### config.mk
export PLATFORM = sky130hd
export DESIGN_NAME = ignition_retry_sequencer
export DESIGN_NICKNAME = d
export VERILOG_FILES = /design/src/hw/rtl/irs_pkg.sv /design/src/hw/rtl/irs_step.sv /design/src/hw/rtl/ignition_retry_sequencer.sv
export VERILOG_INCLUDE_DIRS = /design/src /design/src/hw/rtl
export SDC_FILE = /design/constraint.sdc
export NUM_CORES = 1
export LEC_CHECK = 0
export BUFFER_PORTS_ARGS = -buffer_cell sky130_fd_sc_hd__buf_4
export CAP_MARGIN = 20
export CORE_MARGIN = 2
export CORE_UTILIZATION = 68
export CTS_CLUSTER_DIAMETER = 50
export DETAILED_ROUTE_END_ITERATION = 12
export GPL_TIMING_DRIVEN = 0
export PLACE_DENSITY_LB_ADDON = 0.2
export SETUP_SLACK_MARGIN = 0.15
export SLEW_MARGIN = 30
export SYNTH_ARGS = -nofsm -noshare
export SYNTH_HDL_FRONTEND = slang
export SYNTH_HIERARCHICAL = 1
export SYNTH_SLANG_ARGS = --single-unit
### constraint.sdc
create_clock -name clk -period 12.8 [get_ports clk]
set_input_delay 0.64 -clock clk [delete_from_list [all_inputs] [get_ports clk]]
set_output_delay 0.64 -clock clk [all_outputs]
set_load 0.02 [all_outputs]
### src/hw/rtl/ignition_retry_sequencer_defines.svh
// Assertion macros for the ignition retry sequencer.
// Each macro expects signals named clk and rst_n in the using module.
`ifndef IGNITION_RETRY_SEQUENCER_DEFINES_SVH
`define IGNITION_RETRY_SEQUENCER_DEFINES_SVH

`ifndef SYNTHESIS
// Property checked while out of reset.
`define IRS_ASSERT(lbl, prop, msg) \
  lbl: assert property (@(posedge clk) disable iff (!rst_n) prop) else $error(msg);
// Property checked at every edge, reset included.
`define IRS_ASSERT_ALWAYS(lbl, prop, msg) \
  lbl: assert property (@(posedge clk) prop) else $error(msg);
`else
`define IRS_ASSERT(lbl, prop, msg)
`define IRS_ASSERT_ALWAYS(lbl, prop, msg)
`endif

`endif

### src/hw/rtl/irs_pkg.sv
`default_nettype none

package irs_pkg;

  // Field widths.
  localparam int CMD_W    = 2;
  localparam int TEMP_W   = 15;
  localparam int PHASE_W  = 3;
  localparam int BURN_W   = 22;
  localparam int CNT_W    = 16;
  localparam int SECS_W   = 12;
  localparam int RISE_W   = 14;
  localparam int CFG_IDX_W = 2;
  localparam int CFG_DAT_W = 16;

  localparam int TICKS_PER_SECOND = 1000;
  localparam logic [BURN_W-1:0] BURN_MAX = {BURN_W{1'b1}};

  // Commands carried by an input transaction.
  localparam logic [CMD_W-1:0] CMD_TICK  = 2'd0;
  localparam logic [CMD_W-1:0] CMD_START = 2'd1;
  localparam logic [CMD_W-1:0] CMD_RESET = 2'd2;

  // Sequencer phases.
  localparam logic [PHASE_W-1:0] PH_IDLE  = 3'd0;
  localparam logic [PHASE_W-1:0] PH_SET   = 3'd1;
  localparam logic [PHASE_W-1:0] PH_PULSE = 3'd2;
  localparam logic [PHASE_W-1:0] PH_WAIT  = 3'd3;
  localparam logic [PHASE_W-1:0] PH_OK    = 3'd4;
  localparam logic [PHASE_W-1:0] PH_FAIL  = 3'd5;

  // Configuration register indexes.
  localparam logic [CFG_IDX_W-1:0] REG_BURN_TIME = 2'd0;
  localparam logic [CFG_IDX_W-1:0] REG_PULSE     = 2'd1;
  localparam logic [CFG_IDX_W-1:0] REG_REPEAT    = 2'd2;
  localparam logic [CFG_IDX_W-1:0] REG_RISE      = 2'd3;

  typedef struct packed {
    logic [SECS_W-1:0] burn_time_s;
    logic [CNT_W-1:0]  pulse_width_ms;
    logic [CNT_W-1:0]  repeat_interval_ms;
    logic [RISE_W-1:0] rise_threshold;
  } irs_cfg_t;

  typedef struct packed {
    logic [PHASE_W-1:0]       phase;
    logic                     pending;
    logic signed [TEMP_W-1:0] start_temp;
    logic [BURN_W-1:0]        burn;
    logic [CNT_W-1:0]         pulse;
    logic                     coil;
  } irs_state_t;

  // Burn timeout in ticks, saturating at the counter's maximum.
  function automatic logic [BURN_W-1:0] burn_load(input logic [SECS_W-1:0] secs);
    logic [BURN_W:0] prod;
    prod = (BURN_W+1)'(secs) * (BURN_W+1)'(TICKS_PER_SECOND);
    return (prod > (BURN_W+1)'(BURN_MAX)) ? BURN_MAX : prod[BURN_W-1:0];
  endfunction

endpackage

`default_nettype wire

### src/hw/rtl/irs_step.sv
`default_nettype none

// One sequencer step: the next state for one command and temperature.
module irs_step
  import irs_pkg::*;
(
  input  irs_state_t               cur,
  input  irs_cfg_t                 cfg,
  input  logic [CMD_W-1:0]         cmd,
  input  logic signed [TEMP_W-1:0] temp,
  output irs_state_t               nxt
);

  logic [BURN_W-1:0]   burn_dec;
  logic [CNT_W-1:0]    pulse_dec;
  logic signed [16:0]  rise;
  logic signed [16:0]  thresh;
  logic                risen;

  // Both counters drop by one on a tick and stop at zero.
  assign burn_dec  = (cur.burn  != '0) ? cur.burn  - 1'b1 : '0;
  assign pulse_dec = (cur.pulse != '0) ? cur.pulse - 1'b1 : '0;

  // Temperature rise since start, compared as exact signed integers.
  assign rise   = 17'(temp) - 17'(cur.start_temp);
  assign thresh = $signed({3'b000, cfg.rise_threshold});
  assign risen  = (rise >= thresh);

  always_comb begin
    nxt = cur;
    case (cmd)
      CMD_TICK: begin
        nxt.burn  = burn_dec;
        nxt.pulse = pulse_dec;
        case (cur.phase)
          PH_SET: begin
            nxt.coil  = 1'b1;
            nxt.pulse = cfg.pulse_width_ms;
            nxt.phase = PH_PULSE;
          end
          PH_PULSE: begin
            if (pulse_dec == '0) begin
              nxt.coil  = 1'b0;
              nxt.pulse = cfg.repeat_interval_ms;
              nxt.phase = PH_WAIT;
            end
          end
          PH_WAIT: begin
            if (risen) begin
              nxt.phase = PH_OK;
            end else if (burn_dec == '0) begin
              nxt.phase = PH_FAIL;
            end else if (pulse_dec == '0) begin
              nxt.phase = PH_SET;
            end
          end
          PH_OK, PH_FAIL: begin
            nxt.phase = cur.phase;
          end
          default: begin
            // Idle, and the unused codes, which act as idle.
            if (cur.pending) begin
              nxt.pending    = 1'b0;
              nxt.burn       = burn_load(cfg.burn_time_s);
              nxt.start_temp = temp;
              nxt.coil       = 1'b1;
              nxt.pulse      = cfg.pulse_width_ms;
              nxt.phase      = PH_PULSE;
            end
          end
        endcase
      end
      CMD_START: begin
        nxt.pending = 1'b1;
      end
      CMD_RESET: begin
        nxt.coil  = 1'b0;
        nxt.phase = PH_IDLE;
      end
      default: begin
        nxt = cur;
      end
    endcase
  end

endmodule

`default_nettype wire

### src/hw/rtl/ignition_retry_sequencer.sv
// Channel   Direction  Handshake            Payload
// in_       input      in_valid/in_ready    in_cmd[1:0], in_temperature[14:0] signed
// out_      output     out_valid/out_ready  out_coil_on, out_phase[2:0]
// cfg_      input      cfg_valid/cfg_ready  cfg_index[1:0], cfg_data[15:0]
//
// One transaction per cycle sustained while out_ready is high; a transaction passes the input
// register, then the sequencer state, which doubles as the result register.
// The step logic between the two (counter decrement, 12x10 burn product, 17-bit
// compare) sets the clock period.
// rst_n is synchronous and active low: state clears and registers take defaults.
// A stalled result holds; the input register then keeps one transaction waiting.
// cfg_ready is always high.
`default_nettype none
`include "ignition_retry_sequencer_defines.svh"

module ignition_retry_sequencer
  import irs_pkg::*;
(
  input  wire logic                     clk,
  input  wire logic                     rst_n,
  input  wire logic                     in_valid,
  output logic                          in_ready,
  input  wire logic [CMD_W-1:0]         in_cmd,
  input  wire logic signed [TEMP_W-1:0] in_temperature,
  output logic                          out_valid,
  input  wire logic                     out_ready,
  output logic                          out_coil_on,
  output logic [PHASE_W-1:0]            out_phase,
  input  wire logic                     cfg_valid,
  output logic                          cfg_ready,
  input  wire logic [CFG_IDX_W-1:0]     cfg_index,
  input  wire logic [CFG_DAT_W-1:0]     cfg_data
);

  irs_cfg_t                 cfg_r;
  logic                     s1_valid_r;
  logic [CMD_W-1:0]         s1_cmd_r;
  logic signed [TEMP_W-1:0] s1_temp_r;
  irs_state_t               state_r;
  irs_state_t               state_nxt;
  logic                     out_valid_r;
  logic                     advance;

  // Configuration writes are always taken.
  assign cfg_ready = 1'b1;

  always_ff @(posedge clk) begin
    if (!rst_n) begin
      cfg_r.burn_time_s        <= SECS_W'(60);
      cfg_r.pulse_width_ms     <= CNT_W'(1000);
      cfg_r.repeat_interval_ms <= CNT_W'(10000);
      cfg_r.rise_threshold     <= RISE_W'(200);
    end else if (cfg_valid) begin
      case (cfg_index)
        REG_BURN_TIME: cfg_r.burn_time_s        <= cfg_data[SECS_W-1:0];
        REG_PULSE:     cfg_r.pulse_width_ms     <= cfg_data;
        REG_REPEAT:    cfg_r.repeat_interval_ms <= cfg_data;
        REG_RISE:      cfg_r.rise_threshold     <= cfg_data[RISE_W-1:0];
        default:       cfg_r <= cfg_r;
      endcase
    end
  end

  // The held transaction steps the state once the result slot is free.
  assign advance  = s1_valid_r && (!out_valid_r || out_ready);
  assign in_ready = !s1_valid_r || advance;

  // Input register.
  always_ff @(posedge clk) begin
    if (!rst_n) begin
      s1_valid_r <= 1'b0;
    end else if (in_ready) begin
      s1_valid_r <= in_valid;
    end
  end

  always_ff @(posedge clk) begin
    if (in_ready && in_valid) begin
      s1_cmd_r  <= in_cmd;
      s1_temp_r <= in_temperature;
    end
  end

  irs_step u_step (
    .cur  (state_r),
    .cfg  (cfg_r),
    .cmd  (s1_cmd_r),
    .temp (s1_temp_r),
    .nxt  (state_nxt)
  );

  // Sequencer state; its phase and coil bits are the result.
  always_ff @(posedge clk) begin
    if (!rst_n) begin
      state_r <= '0;
    end else if (advance) begin
      state_r <= state_nxt;
    end
  end

  // Result valid flag.
  always_ff @(posedge clk) begin
    if (!rst_n) begin
      out_valid_r <= 1'b0;
    end else if (advance) begin
      out_valid_r <= 1'b1;
    end else if (out_ready) begin
      out_valid_r <= 1'b0;
    end
  end

  assign out_valid   = out_valid_r;
  assign out_coil_on = state_r.coil;
  assign out_phase   = state_r.phase;

  // The coil is driven exactly while a pulse is running.
  `IRS_ASSERT(a_coil_pulse, state_r.coil == (state_r.phase == PH_PULSE), "coil and phase disagree")
  // A success outcome is left only for idle.
  `IRS_ASSERT(a_ok_hold, state_r.phase == PH_OK |=> state_r.phase == PH_OK || state_r.phase == PH_IDLE, "success left wrongly")
  // The pending start is consumed only by starting a pulse.
  `IRS_ASSERT(a_pend_use, $fell(state_r.pending) |-> state_r.phase == PH_PULSE && state_r.coil, "start lost")
  // Input is refused only when both stages are full and the result stalls.
  `IRS_ASSERT(a_ready, !in_ready |-> s1_valid_r && out_valid_r && !out_ready, "needless stall")
  // Reset leaves no result pending.
  `IRS_ASSERT_ALWAYS(a_rst, !rst_n |=> !out_valid_r && !s1_valid_r, "valid after reset")

endmodule

`default_nettype wire

# == Yosys cells after proc, flatten, opt, wreduce, memory -nomap -nowiden ==
# Cells that the tools add are included.
# totals
ff_bits,135
latch_bits,0
ram_bits,0
rom_bits,0
in_bits,40
output_inout_bits,7
elab_cells,80
n_memories,0
# op_classes
add_sub_neg,3
n_mul,1
n_div,0
n_lt_le_gt_ge,1
n_eq_ne,17
shift,0
muxes,16
bitwise_logic,1
n_reduce_logical,27
# op_table
op,count
$mux 58,1
$pmux 17 s3,1
$mux 38,1
$logic_not 22->1,1
$mux 22,1
$reduce_bool 22->1,1
$sub 22x1->22 const B,1
$mul 12x7->19 const B,1
$ge 17x15->1,1
$mux 17,1
$logic_not 16->1,1
$mux 16,1
$reduce_bool 16->1,1
$sub 15x15->16,1
$sub 16x1->16 const B,1
$mux 3,4
$pmux 3 s4,1
$reduce_and 2->1,5
$eq 2x2->1 const B,3
$eq 3x2->1 const B,2
$eq 3x3->1 const B,2
$ne 2x2->1 const B,3
$pmux 3 s2,1
$reduce_and 6->1,1
other kinds (20),29

# == Logic depth before layout (Yosys ltp) ==
# depth
word_depth,8
ltp_mapped,21
depth_no_buf,21

# == Hierarchy ==
# Netlist, hierarchy kept.
# by_module_without_submodules
module,n_inst,cells_each,area_each_um2,seq_area_each_um2
irs_step,1,742,5283.8,0.0
ignition_retry_sequencer,1,495,4894.7,2872.8

# == Worst setup path before layout ==
# No wires, ideal clock.
# synth_timing
kind,register to register
startpoint,register cfg_r[52] in the netlist's numbering
endpoint,register state_r[37] in the netlist's numbering
setup_time_ps,120
arrival_time_ps,4305
required_time_ps,12680
slack_ps,8376
stages_incl_launch_ff,18
path_buffers,0
synth_period_minus_slack_ps,4424
path_cell_list,dfxtp_1 > fa_1 > fa_1 > inv_1 > fa_1 > fa_1 > inv_1 > ha_1 > a21o_1 > a21o_1 > a21o_1 > a21oi_1 > o21ai_0 > a31oi_1 > mux2i_1 > nand2_1 > nand2_1 > mux2i_1
# synth_between
elab_chain_len,3
# synth_rtl
element,line_no,source
"start, declared",ignition_retry_sequencer.sv:35,irs_cfg_t cfg_r;
"start signal, assigned",ignition_retry_sequencer.sv:59,default: cfg_r <= cfg_r;
$mul 12x7->19,irs_pkg.sv:57,prod = (BURN_W+1)'(secs) * (BURN_W+1)'(TICKS_PER_SECOND);
$mux 58,irs_step.sv:62,if (cur.pending) begin
$mux 38,irs_step.sv:35,case (cur.phase)
"end signal, assigned",ignition_retry_sequencer.sv:97,state_r <= state_nxt;
"end, declared",ignition_retry_sequencer.sv:39,irs_state_t state_r;
# No other way between the ends. The select of a mux whose other input is x is not followed.
# A chain may end at the register's enable or synchronous reset.

# == Worst setup path in the final report ==
# layout_timing
startpoint,register cfg_r[48] in the netlist's numbering
endpoint,register state_r[37] in the netlist's numbering
# Same word-level chain as after synthesis.

==> results.tsv <==
metric	value	unit
Worst Path Arrival	5.37	ns
GRT Overall Usage	34.18	%
most frequent CP cell	inv_1	
top-count cell post-synth	nand2_1	
mapped cell area	0.01018	sq mm
worst path bufs/invs	5	
Post-synth top cells	208 x nand2_1, 118 x dfxtp_1, 102 x inv_1, 100 x o21ai_0, 79 x mux2i_1	
Hold Crit Class	in2reg	
htree depth	4	
Crit Path Max Fanout	6	
Max Root-Sink Buffers	2	
register area share after synthesis	28.22	%
final global-route overflow total	0	
Area contributors post-synth	dfxtp_1 23%, ha_1 9.3%, mux2i_1 7.8%	
Cell Pwr Density	134.3	mW/mm^2
Final Hold Viols	0	
Setup crit end kind	flip-flop	
Core ar.	0.01459	sq mm
syn_area_per_cell	8.228	sq um
Filler Cells Inserted	1042	
Leakage	4.872	nW
CTS Sinks	135	
Final #Nets	1455	
Skew-Pair Late Insertion Delay	0.43	ns
RSZ-0062 raised after global routing	no	
final WL	26800	um
Chip Width	126.3	um
post-synth top area cell	dfxtp_1	
first-pass GRT wire length	43950	um
n_diodes	0	
largest net degree at the start of global routing	18	
Worst EP required	13.10	ns
HP Start	in_temperature[8]	
Core Rows	44	
First-pass DRT Iterations	8	
Clock transition at path regs	0.06	ns
top_reg_cell synth	dfxtp_1	
initial antenna violation count	0	
CP Class	reg2reg	
crit share post-route	39.57	%
Worst R2R Setup Slack	7.73	ns
max incr delay on CP	0.53	ns
TritonCTS Buffers	17	
count of warnings emitted by yosys	6	
Min-Delay Path Depth	1	
Yosys reg bits	135	
minimum clock period	5.065	ns
hold endpoint	s1_temp_r[8]$_DFFE_PP_	
top cell type's share of synthesized area	23.21	%
DIE HEIGHT	126.3	um
r2r startpoint	cfg_r[48]$_SDFFE_PN1P_	
hold_buf cts	0	
area delta synth->final	11.68	%
post-DR vias/cell	6.235	
drt first-iter violations	845	
ys async rst share	0	%
Slew Limit Headroom	42.21	%
CTS tree	built	
input/output buffers	44	
final setup skew	0.01248	ns
Setup Buffers After CTS	0	
FMAX	197.4	MHz
Ports	47	
crit start category	flip-flop	
R2R depth	18	
number of synthesized flops with an enable pin	17	
outcome	finished, final reports clean	
post-synthesis cell type count	74	
cells after synthesis	1237	
drt wl/cell	17.90	um
Gates resized, CTS repair	0	
Initial Utilization	69.77	%
share of layout cells above drive strength 1	9.977	%
R2R Path End	state_r[37]$_SDFFE_PN0P_	
CP max stage cell	dfxtp_1	
max cap viols	0	
vias in the first global route	9072	
Top delay family on crit path	adder cells	
Antenna Nets Post-Route	0	
Tot Pwr	1.527	mW
Final Wtd Congestion	0.9568	
TNS Setup	0	ns
syn nets	1392	
Post-DP HPWL	20280	um
root buf cell	clkbuf_16	
Slew @ Worst Pin	0.8668	ns
Die ar.	0.01596	sq mm
endpoints failing setup	0	
Slew Viols, Final	0	
vias after detailed routing	9334	
Peak supply drop	0.0001350	V
# DRC	0	
CP Cell Sequence	inv_1 -> fa_1 -> fa_1 -> inv_1 -> fa_1 -> inv_1 -> fa_1 -> inv_1 -> ha_1 -> inv_1 -> nor2_1 -> o41ai_1 -> o21ai_0 -> a31oi_1 -> mux2i_1 -> nand2_1 -> nand2_1 -> mux2i_1	
==> worst max-delay path by stage <==
stage	startpoint	end	cells past startpoint
final	cfg_r[48]$_SDFFE_PN1P_	state_r[37]$_SDFFE_PN0P_	18
after global routing	cfg_r[48]$_SDFFE_PN1P_	state_r[36]$_SDFFE_PN0P_	17
after CTS	cfg_r[48]$_SDFFE_PN1P_	state_r[37]$_SDFFE_PN0P_	18
after detailed placement	cfg_r[47]$_SDFFE_PN0P_	state_r[37]$_SDFFE_PN0P_	16
after global placement	cfg_r[48]$_SDFFE_PN1P_	state_r[37]$_SDFFE_PN0P_	18
after floorplan	cfg_r[52]$_SDFFE_PN0P_	state_r[37]$_SDFFE_PN0P_	17
==> stage by stage <==
stage               hold slack [ns]  worst slack, ns  util, %  instance area [sq um]  std cells
floorplan                    0.4314            8.376        -                  10180       1237
global placement             0.4388            7.861    73.61                  10740       1465
detailed placement           0.4534            7.875    73.61                  10740       1465
CTS                          0.3838            7.780    77.87                  11360       1497
global route                 0.3766            7.404    77.92                  11370       1497
finish                       0.3910            7.735    77.92                  11370       1497
==> registers in the layout, summed over array words and instances, names as in the netlist <==
signal       count
cfg_r           58
state_r         54
s1_temp_r       15
out_phase        3
s1_cmd_r         2
out_coil_on      1
out_valid        1
s1_valid_r       1
==> where the power goes <==
group	leakage, nW	internal, mW	total, mW	switching, mW
clock	0.305	0.300	0.514	0.214
combinational	3.44	0.212	0.551	0.339
sequential	1.12	0.444	0.461	0.0168
==> placed cells by master (no fill, tap or decap), types with 9 or more instances in the layout <==
cell type,netlist,routed
a21o_1,10,10
a21oi_1,43,43
buf_2,11,11
buf_4,7,51
clkbuf_1,43,43
clkbuf_16,0,19
dfxtp_1,118,118
edfxtp_1,17,17
fa_1,39,39
ha_1,76,76
inv_1,102,102
mux2_2,14,14
mux2i_1,79,79
nand2_1,208,208
nand2b_1,11,11
nand3_1,56,56
nor2_1,54,54
nor2b_1,10,10
nor3_1,23,23
nor4_1,10,9
o21a_1,9,9
o21ai_0,100,100
o21ai_1,12,12
o31ai_1,9,9
or3_1,11,11
xnor2_1,24,24
==> cell type report <==
type	count	area, sq um	share of cell area [%]
Multi-Input combinational cell	928	6581	57.90
Clock buffer	19	475.5	4.183
Clock inverter	13	146.4	1.288
Tap cell	184	230.2	2.025
Timing Repair Buffer	44	330.3	2.906
Sequential cell	135	2873	25.27
Inverter	102	382.9	3.368
Buffer	72	347.8	3.060
==> cells by family after synthesis <==
| family | synth area share [%] |
|---|---|
| other | 0.03684 |
| XOR/XNOR | 2.754 |
| multiplexers | 9.318 |
| AO/OA/AOI/OAI | 15.22 |
| buffers and inverters | 7.179 |
| AND/OR/NAND/NOR | 20.15 |
| flip-flops | 28.22 |
| adder cells (fa/ha/maj) | 17.12 |
==> layer usage <==
metal | global-route usage (%) | share of wire (%) | up-vias
met5 | 0 | 0 | -
met4 | 15.97 | 4.3 | 0
met3 | 7.212 | 7.4 | 81
met2 | 56.90 | 47 | 400
met1 | 42.58 | 41 | 4421
li1 | - | - | 4432
Note: power is estimated with default switching activity, not from simulation.
